### config.mk
export PLATFORM = sky130hd
export DESIGN_NAME = spacewire_tcp_deframer_flat
export DESIGN_NICKNAME = d
export VERILOG_FILES = /design/src/hw/rtl/swtcp_pkg.sv /design/src/hw/rtl/swtcp_in_if.sv /design/src/hw/rtl/swtcp_out_if.sv /design/src/hw/rtl/swtcp_cfg_regs.sv /design/src/hw/rtl/swtcp_parser.sv /design/src/hw/rtl/swtcp_out_reg.sv /design/src/hw/rtl/spacewire_tcp_deframer.sv /design/src/flat_wrapper.sv
export SDC_FILE = /design/constraint.sdc
export NUM_CORES = 1
export LEC_CHECK = 0
export BUFFER_PORTS_ARGS = -buffer_cell sky130_fd_sc_hd__buf_2
export CORE_MARGIN = 3
export CORE_UTILIZATION = 41
export DETAILED_ROUTE_END_ITERATION = 8
export PLACE_DENSITY_LB_ADDON = 0.3
export SETUP_SLACK_MARGIN = 0.05
export SYNTH_ARGS = -nofsm -noshare
export SYNTH_HDL_FRONTEND = slang
export SYNTH_SLANG_ARGS = --single-unit
### constraint.sdc
create_clock -name clk -period 5 [get_ports clk]
set_input_delay 0.5 -clock clk [delete_from_list [all_inputs] [get_ports clk]]
set_output_delay 0.5 -clock clk [all_outputs]
set_load 0.05 [all_outputs]
### src/hw/rtl/swtcp_pkg.sv
// Shared types and constants for the tunnel stream deframer.
// No dependencies; imported by every module of the block.
package swtcp_pkg;

    localparam int unsigned CFG_COUNT  = 5;
    localparam int unsigned CFG_IDX_W  = 3;
    localparam int unsigned CFG_DATA_W = 8;

    typedef enum logic [CFG_IDX_W-1:0] {
        CFG_COMPLETE_EOP  = 3'd0,
        CFG_COMPLETE_EEP  = 3'd1,
        CFG_FRAGMENT      = 3'd2,
        CFG_SEND_TIMECODE = 3'd3,
        CFG_GOT_TIMECODE  = 3'd4
    } cfg_index_t;

    localparam logic [7:0] RST_COMPLETE_EOP  = 8'd0;
    localparam logic [7:0] RST_COMPLETE_EEP  = 8'd1;
    localparam logic [7:0] RST_FRAGMENT      = 8'd2;
    localparam logic [7:0] RST_SEND_TIMECODE = 8'd48;
    localparam logic [7:0] RST_GOT_TIMECODE  = 8'd49;

    // header: flag, reserved, ten size bytes
    localparam logic [3:0] HEADER_LAST = 4'd11;

    typedef enum logic [2:0] {
        KIND_DATA   = 3'd0,
        KIND_END    = 3'd1,
        KIND_CMD    = 3'd2,
        KIND_NOTICE = 3'd3,
        KIND_BAD    = 3'd4
    } kind_t;

    typedef enum logic [3:0] {
        PH_HEADER  = 4'b0001,
        PH_DATA    = 4'b0010,
        PH_CONTROL = 4'b0100,
        PH_HALT    = 4'b1000
    } phase_t;

    typedef struct packed {
        logic [7:0] flag_complete_eop;
        logic [7:0] flag_complete_eep;
        logic [7:0] flag_fragment;
        logic [7:0] flag_send_timecode;
        logic [7:0] flag_got_timecode;
    } cfg_t;

    typedef struct packed {
        logic [2:0] kind;
        logic [7:0] value;
        logic       last;
        logic       error_end;
    } result_t;

endpackage

### src/hw/rtl/swtcp_in_if.sv
// Byte stream channel: valid/ready handshake carrying one stream byte.
// No dependencies.
interface swtcp_in_if;
    logic       valid;
    logic       ready;
    logic [7:0] in_byte;

    modport source (output valid, output in_byte, input ready);
    modport sink   (input valid, input in_byte, output ready);
endinterface

### src/hw/rtl/swtcp_out_if.sv
// Result channel: valid/ready handshake carrying one deframer result.
// No dependencies.
interface swtcp_out_if;
    logic       valid;
    logic       ready;
    logic [2:0] kind;
    logic [7:0] value;
    logic       last;
    logic       error_end;

    modport source (output valid, output kind, output value, output last,
                    output error_end, input ready);
    modport sink   (input valid, input kind, input value, input last,
                    input error_end, output ready);
endinterface

### src/hw/rtl/swtcp_cfg_regs.sv
// Flag code registers written through the plain write port.
// Depends on swtcp_pkg.
module swtcp_cfg_regs
(
    input  logic                                  clk,
    input  logic                                  rst_n,
    input  logic                                  wr_en,
    input  logic [swtcp_pkg::CFG_IDX_W-1:0]       wr_index,
    input  logic [swtcp_pkg::CFG_DATA_W-1:0]      wr_data,
    output swtcp_pkg::cfg_t                       cfg
);
    import swtcp_pkg::*;

    cfg_t cfg_reg;
    cfg_t cfg_next;

    always_comb
    begin
        cfg_next = cfg_reg;
        if (wr_en)
        begin
            unique case (wr_index)
                CFG_COMPLETE_EOP:  cfg_next.flag_complete_eop  = wr_data;
                CFG_COMPLETE_EEP:  cfg_next.flag_complete_eep  = wr_data;
                CFG_FRAGMENT:      cfg_next.flag_fragment      = wr_data;
                CFG_SEND_TIMECODE: cfg_next.flag_send_timecode = wr_data;
                CFG_GOT_TIMECODE:  cfg_next.flag_got_timecode  = wr_data;
                default:           cfg_next = cfg_reg;
            endcase
        end
    end

    always_ff @(posedge clk or negedge rst_n)
    begin
        if (!rst_n)
        begin
            cfg_reg.flag_complete_eop  <= RST_COMPLETE_EOP;
            cfg_reg.flag_complete_eep  <= RST_COMPLETE_EEP;
            cfg_reg.flag_fragment      <= RST_FRAGMENT;
            cfg_reg.flag_send_timecode <= RST_SEND_TIMECODE;
            cfg_reg.flag_got_timecode  <= RST_GOT_TIMECODE;
        end
        else
        begin
            cfg_reg <= cfg_next;
        end
    end

    assign cfg = cfg_reg;

endmodule

### src/hw/rtl/swtcp_parser.sv
// Frame parser: header/data/control/halt state and per-byte result logic.
// Depends on swtcp_pkg.
module swtcp_parser #(
    parameter int unsigned SIZE_BITS = 32
)
(
    input  logic                 clk,
    input  logic                 rst_n,
    input  logic                 in_take,
    input  logic [7:0]           in_byte,
    input  swtcp_pkg::cfg_t      cfg,
    output logic                 res_valid,
    output swtcp_pkg::result_t   res
);
    import swtcp_pkg::*;

    localparam logic [SIZE_BITS-1:0] SIZE_ONE = {{(SIZE_BITS-1){1'b0}}, 1'b1};

    phase_t                 phase_reg,           phase_next;
    logic [3:0]             header_count_reg,    header_count_next;
    logic [7:0]             frame_flag_reg,      frame_flag_next;
    logic [SIZE_BITS-1:0]   bytes_left_reg,      bytes_left_next;
    logic                   control_count_reg,   control_count_next;
    logic                   packet_has_data_reg, packet_has_data_next;
    logic [7:0]             stored_timecode_reg, stored_timecode_next;

    logic is_complete;
    logic is_eep;
    logic is_fragment;
    logic is_send;
    logic is_got;

    // flag is latched on the first header byte; it is only decoded later
    assign is_eep      = frame_flag_reg == cfg.flag_complete_eep;
    assign is_complete = (frame_flag_reg == cfg.flag_complete_eop) || is_eep;
    assign is_fragment = frame_flag_reg == cfg.flag_fragment;
    assign is_send     = frame_flag_reg == cfg.flag_send_timecode;
    assign is_got      = frame_flag_reg == cfg.flag_got_timecode;

    always_comb
    begin
        phase_next           = phase_reg;
        header_count_next    = header_count_reg;
        frame_flag_next      = frame_flag_reg;
        bytes_left_next      = bytes_left_reg;
        control_count_next   = control_count_reg;
        packet_has_data_next = packet_has_data_reg;
        stored_timecode_next = stored_timecode_reg;
        res_valid            = 1'b0;
        res.kind             = KIND_DATA;
        res.value            = in_byte;
        res.last             = 1'b0;
        res.error_end        = 1'b0;

        unique case (phase_reg)
            PH_HEADER:
            begin
                if (header_count_reg == 4'd0)
                begin
                    frame_flag_next = in_byte;
                    bytes_left_next = '0;
                end
                else if (header_count_reg >= 4'd2)
                begin
                    bytes_left_next = {bytes_left_reg[SIZE_BITS-9:0], in_byte};
                end
                header_count_next = header_count_reg + 4'd1;
                if (header_count_reg == HEADER_LAST)
                begin
                    header_count_next = 4'd0;
                    if (is_complete || is_fragment)
                    begin
                        if (bytes_left_next != '0)
                        begin
                            phase_next = PH_DATA;
                        end
                        else if (is_complete && packet_has_data_reg)
                        begin
                            packet_has_data_next = 1'b0;
                            res_valid            = 1'b1;
                            res.kind             = KIND_END;
                            res.value            = 8'd0;
                            res.last             = 1'b1;
                            res.error_end        = is_eep;
                        end
                    end
                    else if (is_send || is_got)
                    begin
                        phase_next         = PH_CONTROL;
                        control_count_next = 1'b0;
                    end
                    else
                    begin
                        phase_next = PH_HALT;
                        res_valid  = 1'b1;
                        res.kind   = KIND_BAD;
                        res.value  = frame_flag_reg;
                    end
                end
            end
            PH_DATA:
            begin
                bytes_left_next      = bytes_left_reg - SIZE_ONE;
                packet_has_data_next = 1'b1;
                res_valid            = 1'b1;
                if (bytes_left_next == '0)
                begin
                    phase_next = PH_HEADER;
                    if (is_complete)
                    begin
                        packet_has_data_next = 1'b0;
                        res.last             = 1'b1;
                        res.error_end        = is_eep;
                    end
                end
            end
            PH_CONTROL:
            begin
                if (!control_count_reg)
                begin
                    stored_timecode_next = in_byte;
                    control_count_next   = 1'b1;
                end
                else
                begin
                    control_count_next = 1'b0;
                    phase_next         = PH_HEADER;
                    res_valid          = 1'b1;
                    res.value          = stored_timecode_reg;
                    if (is_send)
                    begin
                        packet_has_data_next = 1'b0;
                        res.kind             = KIND_CMD;
                    end
                    else
                    begin
                        res.kind = KIND_NOTICE;
                    end
                end
            end
            PH_HALT:
            begin
                phase_next = PH_HALT;
            end
            default:
            begin
                phase_next = phase_reg;
            end
        endcase
    end

    always_ff @(posedge clk or negedge rst_n)
    begin
        if (!rst_n)
        begin
            phase_reg           <= PH_HEADER;
            header_count_reg    <= 4'd0;
            frame_flag_reg      <= 8'd0;
            bytes_left_reg      <= '0;
            control_count_reg   <= 1'b0;
            packet_has_data_reg <= 1'b0;
            stored_timecode_reg <= 8'd0;
        end
        else if (in_take)
        begin
            phase_reg           <= phase_next;
            header_count_reg    <= header_count_next;
            frame_flag_reg      <= frame_flag_next;
            bytes_left_reg      <= bytes_left_next;
            control_count_reg   <= control_count_next;
            packet_has_data_reg <= packet_has_data_next;
            stored_timecode_reg <= stored_timecode_next;
        end
    end

    a_halt_sticky: assert property (@(posedge clk) disable iff (!rst_n)
        phase_reg == PH_HALT |=> phase_reg == PH_HALT)
        else $error("parser left halt state");

    a_header_count_range: assert property (@(posedge clk) disable iff (!rst_n)
        header_count_reg <= HEADER_LAST)
        else $error("header byte count out of range");

    a_data_nonzero: assert property (@(posedge clk) disable iff (!rst_n)
        phase_reg == PH_DATA |-> bytes_left_reg != '0)
        else $error("data phase with no bytes left");

    a_bad_flag_halts: assert property (@(posedge clk) disable iff (!rst_n)
        in_take && res_valid && res.kind == KIND_BAD |=> phase_reg == PH_HALT)
        else $error("bad flag reported without halting");

endmodule

### src/hw/rtl/swtcp_out_reg.sv
// Result register between the parser and the result channel.
// Depends on swtcp_pkg and swtcp_out_if.
module swtcp_out_reg
(
    input  logic                 clk,
    input  logic                 rst_n,
    input  logic                 push,
    input  swtcp_pkg::result_t   push_data,
    output logic                 space,
    swtcp_out_if.source          result
);
    import swtcp_pkg::*;

    logic    valid_reg;
    logic    valid_next;
    result_t data_reg;
    result_t data_next;

    assign space = !valid_reg || result.ready;

    always_comb
    begin
        valid_next = valid_reg;
        data_next  = data_reg;
        if (push)
        begin
            valid_next = 1'b1;
            data_next  = push_data;
        end
        else if (result.ready)
        begin
            valid_next = 1'b0;
        end
    end

    always_ff @(posedge clk or negedge rst_n)
    begin
        if (!rst_n)
        begin
            valid_reg <= 1'b0;
        end
        else
        begin
            valid_reg <= valid_next;
        end
    end

    always_ff @(posedge clk)
    begin
        data_reg <= data_next;
    end

    assign result.valid     = valid_reg;
    assign result.kind      = data_reg.kind;
    assign result.value     = data_reg.value;
    assign result.last      = data_reg.last;
    assign result.error_end = data_reg.error_end;

    a_err_needs_last: assert property (@(posedge clk) disable iff (!rst_n)
        valid_reg |-> (data_reg.last || !data_reg.error_end))
        else $error("error end without end of packet");

    a_no_overwrite: assert property (@(posedge clk) disable iff (!rst_n)
        valid_reg && !result.ready |=> valid_reg && $stable(data_reg))
        else $error("pending result overwritten");

endmodule

### src/hw/rtl/spacewire_tcp_deframer.sv
// Tunnel stream deframer, top level.
// Depends on swtcp_pkg, swtcp_in_if, swtcp_out_if, swtcp_cfg_regs,
// swtcp_parser and swtcp_out_reg.
//
// Usage:
//  stream : one byte of the tunnel stream per transaction (valid/ready).
//  result : zero or one result per input byte: data byte, end-only marker,
//           timecode command, timecode notice or bad flag.
//  wr_en/wr_index/wr_data : flag code registers 0..4, written while idle;
//           indexes beyond 4 are ignored.
//  Throughput: one byte per cycle unless a stalled receiver holds a
//  result. The parser state advances in the cycle a byte is taken and
//  its result enters the single output register, seen in the cycle after.
//  stream.ready is high whenever the output register is empty or is being
//  drained in the same cycle; a stalled receiver holds the result and
//  backs pressure up to the stream side with no loss.
//  Reset: parser returns to the header phase, output register empties and
//  the flag codes take their defaults. After a bad flag the block discards
//  every byte until the next reset.
module spacewire_tcp_deframer #(
    parameter int unsigned SIZE_BITS = 32
)
(
    input  logic                                  clk,
    input  logic                                  rst_n,
    swtcp_in_if.sink                              stream,
    swtcp_out_if.source                           result,
    input  logic                                  wr_en,
    input  logic [swtcp_pkg::CFG_IDX_W-1:0]       wr_index,
    input  logic [swtcp_pkg::CFG_DATA_W-1:0]      wr_data
);
    import swtcp_pkg::*;

    cfg_t    cfg;
    result_t res;
    logic    res_valid;
    logic    space;
    logic    take;

    assign stream.ready = space;
    assign take         = stream.valid && space;

    swtcp_cfg_regs u_cfg
    (
        .clk      (clk),
        .rst_n    (rst_n),
        .wr_en    (wr_en),
        .wr_index (wr_index),
        .wr_data  (wr_data),
        .cfg      (cfg)
    );

    swtcp_parser #(
        .SIZE_BITS (SIZE_BITS)
    ) u_parser
    (
        .clk       (clk),
        .rst_n     (rst_n),
        .in_take   (take),
        .in_byte   (stream.in_byte),
        .cfg       (cfg),
        .res_valid (res_valid),
        .res       (res)
    );

    swtcp_out_reg u_out
    (
        .clk       (clk),
        .rst_n     (rst_n),
        .push      (take && res_valid),
        .push_data (res),
        .space     (space),
        .result    (result)
    );

endmodule

### src/flat_wrapper.sv
// flat-port wrapper written by rule: the top's interface ports become plain ports
module spacewire_tcp_deframer_flat import swtcp_pkg::*;
#(
    parameter int unsigned SIZE_BITS = 32
)
  (clk, rst_n, wr_en, wr_index, wr_data, stream_valid, stream_in_byte, stream_ready, result_valid, result_kind, result_value, result_last, result_error_end, result_ready);
  swtcp_in_if stream_i ();
  swtcp_out_if result_i ();
  input  logic clk;
  input  logic rst_n;
  input  logic wr_en;
  input  logic [swtcp_pkg::CFG_IDX_W-1:0] wr_index;
  input  logic [swtcp_pkg::CFG_DATA_W-1:0] wr_data;
  input wire logic [$bits(stream_i.valid)-1:0] stream_valid;
  input wire logic [$bits(stream_i.in_byte)-1:0] stream_in_byte;
  output wire logic [$bits(stream_i.ready)-1:0] stream_ready;
  output wire logic [$bits(result_i.valid)-1:0] result_valid;
  output wire logic [$bits(result_i.kind)-1:0] result_kind;
  output wire logic [$bits(result_i.value)-1:0] result_value;
  output wire logic [$bits(result_i.last)-1:0] result_last;
  output wire logic [$bits(result_i.error_end)-1:0] result_error_end;
  input wire logic [$bits(result_i.ready)-1:0] result_ready;
  assign stream_i.valid = stream_valid;
  assign stream_i.in_byte = stream_in_byte;
  assign stream_ready = stream_i.ready;
  assign result_valid = result_i.valid;
  assign result_kind = result_i.kind;
  assign result_value = result_i.value;
  assign result_last = result_i.last;
  assign result_error_end = result_i.error_end;
  assign result_i.ready = result_ready;
  spacewire_tcp_deframer #(.SIZE_BITS(SIZE_BITS)) u_core (.clk(clk), .rst_n(rst_n), .stream(stream_i), .result(result_i), .wr_en(wr_en), .wr_index(wr_index), .wr_data(wr_data));
endmodule
==> impl_metrics.ini, run 1 <==
[run_status]
status = finished, final reports clean

[cts]
cts_max_level = 3
clock_path_buffers = 2
post_cts_buffers = 0
cts_buffers = 9
cts.sink_count = 112
clkTransAtPathRegs_ns = 0.08
worstSkewPairLatency_ns = 0.36
root_buffer = clkbuf_16
cts_tree = yes
hold_buffers = 0
post_cts_resized = 0

[worst_setup_path]
crit_slowest_cell = a21boi_0
crit_path_max_incr_delay_ns = 0.62
r2r_end = u_core.u_out.result.value[6]
crit_path_cell_trace = xor2_1 -> nor4_1 -> a22oi_1 -> a21boi_0 -> nand3_2 -> a21oi_1 -> o221ai_1
crit_family = compound AO/OA/AOI/OAI gates
r2r_cells = 7
ff2ff_setup_slack_ns = 1.55
required_ns = 5.08
endpoint_kind = flip-flop
cp_max_fo = 10
critPathLaunchType = flip-flop
timing.rr.start = u_core.u_parser.frame_flag_reg[5]
worstPathBufferInverterCount = 0
critPathKind = reg2reg
cp.arrival_ns = 3.53

[global_routing]
grt_pass1_wl_um = 28800
grt_max_degree = 61
overflow = 0
gr-usage-all-layers_pct = 20.2
grt_pass1_vias = 5304
antenna_found_initial = 0

[pwr]
netSwitchingFraction_pct = 27.5
clockPowerShare_pct = 34.4
power_density_nw_per_um2 = 285
p_leak_nw = 2.96
internal_power_mw = 1.48
ir_drop_v = 0.000169
seqPwrFrac_pct = 53.0
power_frac_comb_pct = 12.7
total_power_mw = 2.04
p_switching_uw = 562

[timing]
tightest_slew_ns = 1.23
fin_crit_ns = 3.45
rsz0062_at_grt = no
fmax_mhz = 290
skew_ns = 0.00759
setup_viol = 0
hold_violations = 0
maxSlewHeadroom_pct = 16.9
final.setup.tns_ns = 0
fin_crit_sh_pct = 69.0
slew_violations = 0

[drt]
vias = 5465
post_drt_wl_per_cell_um = 19.0
dr.pass1.iters = 4
drt_wl_total_um = 17500
ant_nets = 0
drt_iter0_drc = 581
routed_via_density = 5.93
drc = 0

[floorplanning]
fp.dieW_um = 133
die_area_um2 = 17600
initial_utilization_pct = 42.7
coreArea_um2 = 15400
die_height_um = 133
rows = 45
ios = 39

[flow_run]
maxCapViolations = 0

[layout]
fillerInstances = 1493
layout-drive-gt1-share_pct = 17.9
fin_cells = 922
area_growth_pct = 9.13
multi_input_area_um2 = 3390
nNetsFinal = 735
n_antenna_cell = 0
largest_reg_flops = 40
regArea_um2 = 2880

[synth]
async_flop_share_pct = 88.4
synth_top_area_share_pct = 34.6
ys_seq_area_share_pct = 43.7
synth_area_um2 = 6580
synth-seq-cells = 112
synth_edf_count = 13
synthFlopType = dfrtp_1
netlist_top_cells_count = dfrtp_1 (91), nand2_1 (71), o21ai_0 (65)
synthTopCellsByArea = dfrtp_1 (35%), mux2_2 (7.0%), xor2_1 (6.1%)
synth_largest_area_cell = dfrtp_1
syn_inst = 698
yosysMostFrequentCell = dfrtp_1
synth_cell_types = 69
avgSynthCellArea_um2 = 9.43
syn_nets = 727
yosys_warnings = 0

[min_path]
hold_path.class = in2async

[placement]
io_buffers = 38
dp.cells = 906
place_hpwl_um = 12400
place_congestion = 0.985
[worst register-to-register path, delay by kind of cell, from the launching register on]
family          cells  cell delay, ns
xor+xnor            1            0.20
simple gates        2            0.46
compound gates      4            1.91
flops               1            0.60
[power groups by stage]
stage	combinational [mW]	sequential [mW]	clock [mW]
2_1_floorplan	0.194	1.07	0
3_3_place_gp	0.250	1.10	0
3_5_place_dp	0.259	1.10	0
4_1_cts	0.260	1.08	0.714
5_1_grt	0.288	1.09	0.757
6_report	0.259	1.08	0.703
[layout by cell type (no fill, tap or decap), types with 9 or more instances in the layout]
cell,count
xnor2_1,10
nor3_1,11
clkbuf_16,9
o21ai_0,65
or4_1,12
a22oi_1,9
buf_4,12
dfrtp_1,91
edfxtp_1,13
xor2_1,46
inv_1,25
nor2_1,50
buf_2,37
a21oi_1,36
mux2_2,41
nand2_1,71
nor4_1,26
[worst max path at each step]
stage / slack (ns) / end / start / cells past startpoint
final: 1.55 / u_core.u_out.result.value[6] / u_core.u_parser.frame_flag_reg[5] / 7
after global placement: 1.73 / u_core.u_out.result.value[7] / u_core.u_parser.frame_flag_reg[5] / 7
after floorplan: 1.81 / u_core.u_out.result.error_end / u_core.u_parser.header_count_reg[0] / 10
after detailed placement: 1.60 / u_core.u_out.result.value[0] / u_core.u_parser.frame_flag_reg[5] / 7
after CTS: 1.53 / u_core.u_out.result.value[0] / u_core.u_parser.frame_flag_reg[5] / 7
after global routing: 1.32 / u_core.u_out.result.value[4] / u_core.u_parser.frame_flag_reg[4] / 7
[final cells by class]
type,instances,area share [%]
multi-input combinational,509,47.2
sequential,112,40.1
timing repair buffer,49,3.83
tap,211,3.68
clock buffer,10,3.19
inverter,25,1.31
clock inverter,6,0.697
[through the flow]
step	setup slack [ns]	instance area [um^2]	utilization, %	hold WS, ns
after floorplan	1.81	6580	-	0.204
after global placement	1.73	6900	44.7	0.469
after detailed placement	1.60	6900	44.7	0.475
after CTS	1.53	7180	46.5	0.138
after global routing	1.32	7180	46.5	0.148
final	1.55	7180	46.5	0.109
[cells by family (layout without fill, tap and decap cells)]
kind of cell | count (synthesis) | in the layout | share of synthesized area [%]
flip-flops | 112 | 112 | 43.7
multiplexers | 46 | 46 | 7.78
AO/OA/AOI/OAI | 175 | 175 | 16.8
XOR/XNOR | 56 | 56 | 7.45
AND/OR/NAND/NOR | 227 | 227 | 18.4
adder cells (fa/ha/maj) | 5 | 5 | 0.951
buffers and inverters | 77 | 90 | 4.92
[routing by layer]
metal / share of wire, % / vias up / track usage (%)
met5: 0 / - / 0
met2: 45 / 178 / 30.2
met4: 1.8 / 0 / 6.41
li1: - / 2544 / -
met1: 48 / 2716 / 29.9
met3: 5.4 / 27 / 3.50
No activity file was read; power rests on OpenSTA's default activity.
==> inputs of run 2 (changes only) <==
Clock period 5 ns to 3 ns, I/O delays scaled along.
==> run 2 against run 1 <==
The run now ends with negative hold slack left; routed wire length is 9.1% higher; global-route usage is 1.5 points higher; setup slack worse by 1.4 ns; final area is 6.0% higher; utilization is 2.8 points higher; sequential share of layout area is 2.3 points lower; via count is 5.2% higher; maximum frequency is 22% higher; non-clock buffer count is 41 higher; register-to-register slack worse by 1.4 ns; sequential power is 65% higher; highest routed layer unchanged.
==> impl_metrics.ini, run 2 (same netlist as run 1, synthesis figures left out) <==
[cts]
root_buffer = clkbuf_16
clock_path_buffers = 2
cts.sink_count = 112
cts_max_level = 3
cts_tree = yes
cts_buffers = 9
hold_buffers = 0
clkTransAtPathRegs_ns = 0.08
worstSkewPairLatency_ns = 0.36

[layout]
n_antenna_cell = 0
fin_cells = 963
layout_common_cells = dfrtp_1 (91), nand2_1 (71), o21ai_0 (64), nor2_1 (50), buf_4 (49)
largest_reg_flops = 40
final_common_cell = dfrtp_1
layout-drive-gt1-share_pct = 23.5
fillerInstances = 1439
nNetsFinal = 776
area_growth_pct = 15.7

[flow_run]
maxCapViolations = 0

[global_routing]
antenna_found_initial = 0
gr-usage-all-layers_pct = 21.7
grt_max_degree = 54
grt_pass1_vias = 5484
grt_pass1_wl_um = 30400
overflow = 0

[run_status]
status = finished, violations left
violations = negative hold slack

[pwr]
power_frac_comb_pct = 13.7
internal_power_mw = 2.58
ir_drop_v = 0.000324
power_density_nw_per_um2 = 466
seqPwrFrac_pct = 50.3
clockPowerShare_pct = 36.0
p_switching_uw = 965
total_power_mw = 3.55
p_leak_nw = 3.20
netSwitchingFraction_pct = 27.2

[timing]
maxSlewHeadroom_pct = 33.5
slew_violations = 0
fin_crit_sh_pct = 94.5
rsz0062_at_grt = yes
hold_violations = 2
setup_viol = 0
fin_crit_ns = 2.84
fmax_mhz = 353
whs_ns = -0.00524
final.setup.tns_ns = 0
tightest_slew_ns = 0.997
skew_ns = 0.00905

[worst_setup_path]
crit_path_max_incr_delay_ns = 0.57
r2r_cells = 8
crit_slowest_cell = or4b_4
cp_max_fo = 10
cp.arrival_ns = 3.08
required_ns = 3.24
crit_path_cell_trace = inv_1 -> ha_1 -> or4b_4 -> or3_1 -> a2111oi_2 -> and4_4 -> a31oi_1 -> nand3b_1
critPathKind = reg2reg
endpoint_kind = flip-flop
critPathLaunchType = flip-flop

[floorplanning]
die_height_um = 133
coreArea_um2 = 15400
fp.dieW_um = 133
rows = 45
die_area_um2 = 17600
initial_utilization_pct = 42.7
ios = 39

[placement]
dp.cells = 942
place_hpwl_um = 13600
io_buffers = 38
place_congestion = 0.945

[min_path]
hold_path.class = in2async

[drt]
vias = 5749
drt_iter0_drc = 479
ant_nets = 0
routed_via_density = 5.97
drc = 0
drt_wl_total_um = 19100
dr.pass1.iters = 5
post_drt_wl_per_cell_um = 19.9
## run 2: path summary, 6_finish.rpt
path / startpoint / end / slack [ns]
min in group clk: wr_data[1] / u_core.u_cfg.cfg[25] / 0.24
worst min register to register: u_core.u_parser.stored_timecode_reg[4] / u_core.u_parser.stored_timecode_reg[4] / 0.49
worst min-delay path: rst_n / u_core.u_cfg.cfg[23] / -0.005
worst max register to register: u_core.u_parser.bytes_left_reg[1] / u_core.u_parser.phase_reg[1] / 0.16
max in group asynchronous: rst_n / u_core.u_parser.phase_reg[0] / 2.22
worst max-delay path: u_core.u_parser.bytes_left_reg[1] / u_core.u_parser.phase_reg[1] / 0.16
## run 2: area by class of cell
class	instances	area [um^2]	area share, %
Clock inverter	7	86.3	1.13
Multi-Input combinational cell	509	3430	45.0
Tap cell	211	264	3.47
Inverter	25	93.8	1.23
Clock buffer	9	225	2.96
Timing Repair Buffer	90	638	8.38
Sequential cell	112	2880	37.8
## run 2: power groups by stage
stage	combinational [mW]	sequential [mW]	clock (mW)
detailed placement	0.476	1.81	0
finish	0.487	1.78	1.28
global route	0.537	1.80	1.37
floorplan	0.324	1.78	0
global placement	0.462	1.81	0
CTS	0.483	1.78	1.30
## run 2: layer usage
layer,vias to the layer above,routed length (um),global-route usage (%)
met3,38,1200,4.14
met2,201,8450,31.6
met1,2868,9080,32.2
li1,2642,-,-
met4,0,407,7.74
met5,-,0,0
## run 2: worst max-delay path, delay by kind of cell, from the launching register on
kind / cells / cell delay [ns]
buffers and inverters: 1 / 0.08
flip-flops: 1 / 0.39
AO/OA/AOI/OAI: 2 / 0.56
adder cells (fa/ha/maj): 1 / 0.17
AND/OR/NAND/NOR: 4 / 1.51
## run 2: per-stage QoR
step	instance area, um^2	setup slack (ns)	util [%]	hold WS (ns)
after global placement	7220	0.131	46.8	0.407
final	7610	0.165	49.4	-0.00524
after detailed placement	7220	0.0250	46.8	0.410
after global routing	7610	0.0137	49.4	0.0342
after floorplan	6590	0.137	-	0.00441
after CTS	7540	0.0772	48.9	0.0217
## run 2: what timing repair did
item / in CTS / in global routing
gates resized for setup: 2 / 7
gates cloned: 0 / 1
setup endpoints to repair: 14 / 26
pin swaps: 0 / 5
endpoints found under the hold margin: 0 / 0
buffers inserted: 0 / 4
